$ cat src/rtl/lkv_pkg.sv
// Types and constants for the LRU key/value cache.
// No dependencies.
package lkv_pkg;

    typedef enum logic [1:0] {
        KIND_LOOKUP = 2'd0,
        KIND_INSERT = 2'd1,
        KIND_CLEAR  = 2'd2,
        KIND_NOP    = 2'd3
    } kind_t;

    typedef struct packed {
        logic [1:0]  kind;
        logic [63:0] key;
        logic [63:0] entry_in;
    } in_item_t;

    typedef struct packed {
        logic        hit;
        logic [63:0] entry_out;
        logic        evicted;
        logic [6:0]  occupancy;
        logic [31:0] query_count;
        logic [31:0] hit_count;
        logic [31:0] eviction_count;
    } out_item_t;

    // controls broadcast to every cell of the recency chain
    typedef struct packed {
        logic clear;
        logic take_all;
        logic take_hit;
    } cell_ctrl_t;

    localparam logic [6:0] CAP_RESET = 7'd64;

endpackage

$ cat src/rtl/lkv_cell.sv
// One slot of the recency-ordered chain: key, payload, valid.
// Depends on lkv_pkg.
module lkv_cell #(
    parameter int PAYLOAD_BITS = 64
) (
    input  logic                    aclk,
    input  logic                    aresetn,
    input  lkv_pkg::cell_ctrl_t     ctrl,
    input  logic                    kill,
    input  logic [63:0]             query_key,
    input  logic                    prev_valid,
    input  logic [63:0]             prev_key,
    input  logic [PAYLOAD_BITS-1:0] prev_payload,
    input  logic                    found_in,
    output logic                    found_out,
    output logic                    match,
    output logic                    valid,
    output logic [63:0]             key,
    output logic [PAYLOAD_BITS-1:0] payload
);
    import lkv_pkg::*;

    logic                    valid_reg, valid_next;
    logic [63:0]             key_reg, key_next;
    logic [PAYLOAD_BITS-1:0] payload_reg, payload_next;
    logic                    take;

    assign match     = valid_reg && (key_reg == query_key);
    // a hit at this slot or deeper: this slot moves down one place
    assign found_out = match | found_in;
    assign take      = ctrl.take_all | (ctrl.take_hit & found_out);

    always_comb begin
        valid_next   = valid_reg;
        key_next     = key_reg;
        payload_next = payload_reg;
        if (take) begin
            valid_next   = prev_valid;
            key_next     = prev_key;
            payload_next = prev_payload;
        end
        if (kill || ctrl.clear) begin
            valid_next = 1'b0;
        end
    end

    always_ff @(posedge aclk) begin
        if (!aresetn) begin
            valid_reg <= 1'b0;
        end else begin
            valid_reg <= valid_next;
        end
        key_reg     <= key_next;
        payload_reg <= payload_next;
    end

    assign valid   = valid_reg;
    assign key     = key_reg;
    assign payload = payload_reg;

endmodule

$ cat config.mk
export PLATFORM = sky130hd
export DESIGN_NAME = lkv_cell
export DESIGN_NICKNAME = d
export VERILOG_FILES = /design/src/rtl/lkv_pkg.sv /design/src/rtl/lkv_cell.sv
export SDC_FILE = /design/constraint.sdc
export NUM_CORES = 1
export LEC_CHECK = 0
export BUFFER_PORTS_ARGS = -buffer_cell sky130_fd_sc_hd__buf_2
export CAP_MARGIN = 30
export CORE_AREA = 4 4 126 128
export DETAILED_ROUTE_END_ITERATION = 8
export DIE_AREA = 0 0 130 132
export HOLD_SLACK_MARGIN = 0.15
export PLACE_DENSITY = 0.79
export SYNTH_ARGS = -nofsm -noshare
export SYNTH_HDL_FRONTEND = slang
export SYNTH_SLANG_ARGS = --single-unit
$ cat constraint.sdc
create_clock -name aclk -period 6.4 [get_ports aclk]
set_clock_uncertainty 0.2 [all_clocks]
set_input_delay 0.96 -clock aclk [delete_from_list [all_inputs] [get_ports aclk]]
set_output_delay 0.96 -clock aclk [all_outputs]
set_load 0.01 [all_outputs]
Yosys cells after proc, flatten, opt, wreduce, memory -nomap -nowiden
Cells that the tools add are included.
{"block": "classes", "n_reduce_logical": 3, "bitwise": 4, "eq_ne": 1}
{"operator": "== test 64 bit", "count": 1}
{"operator": "OR 1 bit", "count": 2}
{"operator": "OR reduction 2 bit", "count": 1}
{"operator": "bitwise AND 1 bit", "count": 1}
{"operator": "logical AND 1 bit", "count": 1}
{"operator": "logical OR 1 bit", "count": 1}
{"operator": "NOT 1 bit", "count": 1}
{"block": "word_totals", "reg_bits": 129, "input_bits": 200, "word_cells": 11, "out_inout_bits": 131}

Longest topological paths before layout
{"block": "logic_depth", "depth_word": 5, "mapped_depth": 6}

Worst setup path after synthesis
OpenSTA, ideal clock, no wires.
{"block": "synth_timing", "path_type": "input port to flip-flop", "from": "input query_key[44]", "to": "register key_reg[0], in the netlist key[0] (enable)", "setup_slack_ns": 0.408, "stages": 5, "t_arrival_ns": 5.286, "setup_ns": 0.507, "n_path_buf": 0, "required_time_ns": 5.693, "cell_sequence": "inv_1 -> o22ai_1 -> or4_1 -> or4_4 -> o31ai_4"}
{"block": "synth_via", "elab_chain_cells": 5}
{"item": "from (decl)", "line_no": "lkv_cell.sv:10", "rtl": "input logic [63:0] query_key,"}
{"item": "== test 64 bit", "line_no": "lkv_cell.sv:28", "rtl": "assign match = valid_reg && (key_reg == query_key);"}
{"item": "logical AND 1 bit", "line_no": "lkv_cell.sv:28"}
{"item": "OR 1 bit", "line_no": "lkv_cell.sv:30", "rtl": "assign found_out = match | found_in;"}
{"item": "bitwise AND 1 bit", "line_no": "lkv_cell.sv:31", "rtl": "assign take = ctrl.take_all | (ctrl.take_hit & found_out);"}
{"item": "OR 1 bit", "line_no": "lkv_cell.sv:31"}
{"item": "net take", "line_no": "lkv_cell.sv:26", "rtl": "logic take;"}
{"item": "to (signal assigned)", "line_no": "lkv_cell.sv:53", "rtl": "key_reg <= key_next;"}
{"item": "to (decl)", "line_no": "lkv_cell.sv:24", "rtl": "logic [63:0] key_reg, key_next;"}
The timed path passes the listed nets, and every way through them passes these cells.
A chain may end at the register's enable or synchronous reset.

Final worst setup path
{"block": "layout_timing", "from": "input query_key[1]", "to": "output found_out"}
{"block": "layout_via", "elab_chain_cells": 3}
{"item": "== test 64 bit", "line_no": "lkv_cell.sv:28"}
{"item": "logical AND 1 bit", "line_no": "lkv_cell.sv:28"}
{"item": "OR 1 bit", "line_no": "lkv_cell.sv:30"}
{"item": "to (decl)", "line_no": "lkv_cell.sv:15", "rtl": "output logic found_out,"}
No other way between the ends.

==> run_results.csv <==
group,metric,value,unit
power,seq_power_share,45.1,%
timing,hold_ws,0.326,ns
route,wl,14600,um
power,p_leak,3.22,nW
global_routing,track_usage,16.7,%
clock_tree,cts_tree,"yes",
floorplanning,fp.coreArea,14900,um2
floorplanning,die_w,130,um
yosys,synth-seq-cells,129,
placement,hpwl,11700,um
yosys,synth_area,4800,um2
clock_tree,post_cts_resize_count,0,
clock_tree,clkSlewWorstSetupHoldPaths,0.06,ns
clock_tree,root_buffer,"clkbuf_16",
timing,worst_pin_slew,0.694,ns
yosys,syn_avg_cell_area,18.6,um2
worst_setup_path,cp_data_arrival_time,2.82,ns
placement,portBuffers,330,
yosys,netlist_instances,258,
power,internal-power,1.78,mW
clock_tree,htree_num_levels,4,
timing,slew_violations,0,
cells_and_area,syn2layout_area_growth,52.6,%
timing,rsz0062_at_grt,"false",
power,peakVddDrop,0.000283,V
route,drc,0,
timing,finalSetupViolations,0,
global_routing,grt_max_degree,130,
power,sw_frac_of_total,24.5,%
route,drt_iter0_drc,133,
worst_setup_path,critPathLaunch,"query_key[1]",
route,via_per_inst,4.47,
clock_tree,cts.path.max_buffers,2,
global_routing,overflow,0,
yosys,synth_cell_type_count,28,
run,maxCapViolations,0,
route,drt_pass1_iterations,4,
worst_setup_path,r2r_start,"key[1]",
global_routing,antenna_found_initial,3,
placement,placed_cell_area,6710,um2
power,total_power,2.36,mW
timing,period_share,62.2,%
worst_setup_path,path_class,"primary input to output pin",
global_routing,grt_pass1_wl,21100,um
yosys,yosys_warnings,0,
cells_and_area,final_cell_area,7320,um2
clock_tree,ctsHoldBuffers,0,
yosys,syn-num-nets,458,
hold_path,min-delay-start,"valid",
hold_path,min_path_type,"flop to flop",
clock_tree,insertion_delay,0.42,ns
placement,routabilityCongestion,0.871,
cells_and_area,mostFrequentLayoutCell,"buf_2",
timing,hold_violations,0,
timing,max-slew-margin-rel,53.7,%
power,powerDensity,323,nW/um2
cells_and_area,drive_gt1_share,58.9,%
route,ant_nets,0,
floorplanning,die_area,17200,um2
power,p_sw,579,uW
clock_tree,cts_sinks,129,
floorplanning,die-height,132,um
clock_tree,post_cts_buffers,0,
cells_and_area,nNetsFinal,808,
worst_setup_path,worst_setup_path_end_kind,"output pin",
outcome,status,"finished, final reports clean",
timing,max_freq,251,MHz
cells_and_area,most-common-layout-cells,"buf_2 (330), edfxtp_1 (128), xor2_1 (28), xnor2_1 (25), clkbuf_16 (17)",
route,via_count,3620,
route,routedWlPerCell,18.1,um
cells_and_area,utilization,49.3,%
timing,tns,0,ns
worst_setup_path,cp_max_fo,2,
worst_setup_path,cp-start-kind,"primary input",
global_routing,grt_pass1_vias,3887,
clock_tree,numCtsBuffers,17,
worst_setup_path,cp.required,5.24,ns
power,clkPwrFrac,42.8,%
floorplanning,io_pins,331,
floorplanning,rows,45,
power,combPwrFrac,12.1,%
yosys,ys_seq_area_share,80.5,%
timing,min_period,3.98,ns
floorplanning,start_util,32.3,%
## logic make-up after synthesis
| logic type | synth area share, % |
|---|---|
| buf+inv | 1.10 |
| compound gates | 1.83 |
| flops | 80.5 |
| mux | 0.209 |
| simple gates | 6.68 |
| xor+xnor | 9.67 |
## per-stage QoR
stage | worst slack, ns | std cells
floorplan | 0.408 | 258
finish | 2.42 | 810
global placement | 2.41 | 777
CTS | 2.39 | 809
detailed placement | 2.39 | 777
global route | 2.37 | 810
## synthesized netlist by cell type
library cell	n	area share (%)
inv_1	13	1.0
nand2_1	3	0.23
nor3b_1	3	0.47
nor3_1	1	0.10
or2_0	1	0.13
nand3_1	1	0.10
nor4b_1	1	0.18
a221oi_1	1	0.18
a21oi_1	1	0.10
inv_2	1	0.078
nor2_1	2	0.16
nor4_1	8	1.0
xnor2_1	25	4.6
edfxtp_1	128	80
o31ai_4	1	0.44
o22ai_1	4	0.52
dfxtp_1	1	0.42
or4_4	1	0.23
xor2_1	28	5.1
nand2b_1	10	1.3
a222oi_1	1	0.21
nand4_1	16	2.1
mux2i_1	1	0.21
or2_1	1	0.13
or4b_1	1	0.21
o2111ai_1	2	0.37
or2_2	1	0.13
or4_1	1	0.16
## power groups by stage
stage | Combinational, mW | Clock, mW | Sequential, mW
2_1_floorplan | 0.0733 | 0 | 1.13
3_3_place_gp | 0.284 | 0 | 1.08
3_5_place_dp | 0.289 | 0 | 1.09
4_1_cts | 0.290 | 1.04 | 1.07
5_1_grt | 0.311 | 1.08 | 1.08
6_report | 0.286 | 1.01 | 1.07
## metal layers
layer  up-vias  wire, um  track usage (%)
li1       1697         -                -
met1      1659      4850             16.3
met2       238      7370             28.5
met3        22      2120             10.6
met4         4       263             5.48
met5         -        27                0
## worst paths after layout
check / to / slack (ns) / cells after the start
setup / recovery: found_out / 2.42 / 8
hold / removal: valid / 0.33 / 2
setup reg to reg: payload[18] / 3.13 / 6
hold reg to reg: valid / 0.33 / 2
## cell type report
type                       instances  area [um2]
timing repair buffer             331        1670
clock inverter                    14         188
sequential                       129        3860
inverter                          14        52.6
antenna                            1        2.50
multi-input combinational        115         882
tap                              188         235
fill                            1302        7540
clock buffer                      18         429
## worst max-delay path, cell delays in order
cell and delay (ns):
buf_2 0.10, xor2_1 0.15, nor4_1 0.37, nand4_1 0.23
or4_4 0.60, nor2_1 0.15, or2_1 0.13, buf_2 0.13
(Power assumes the default switching activity.)
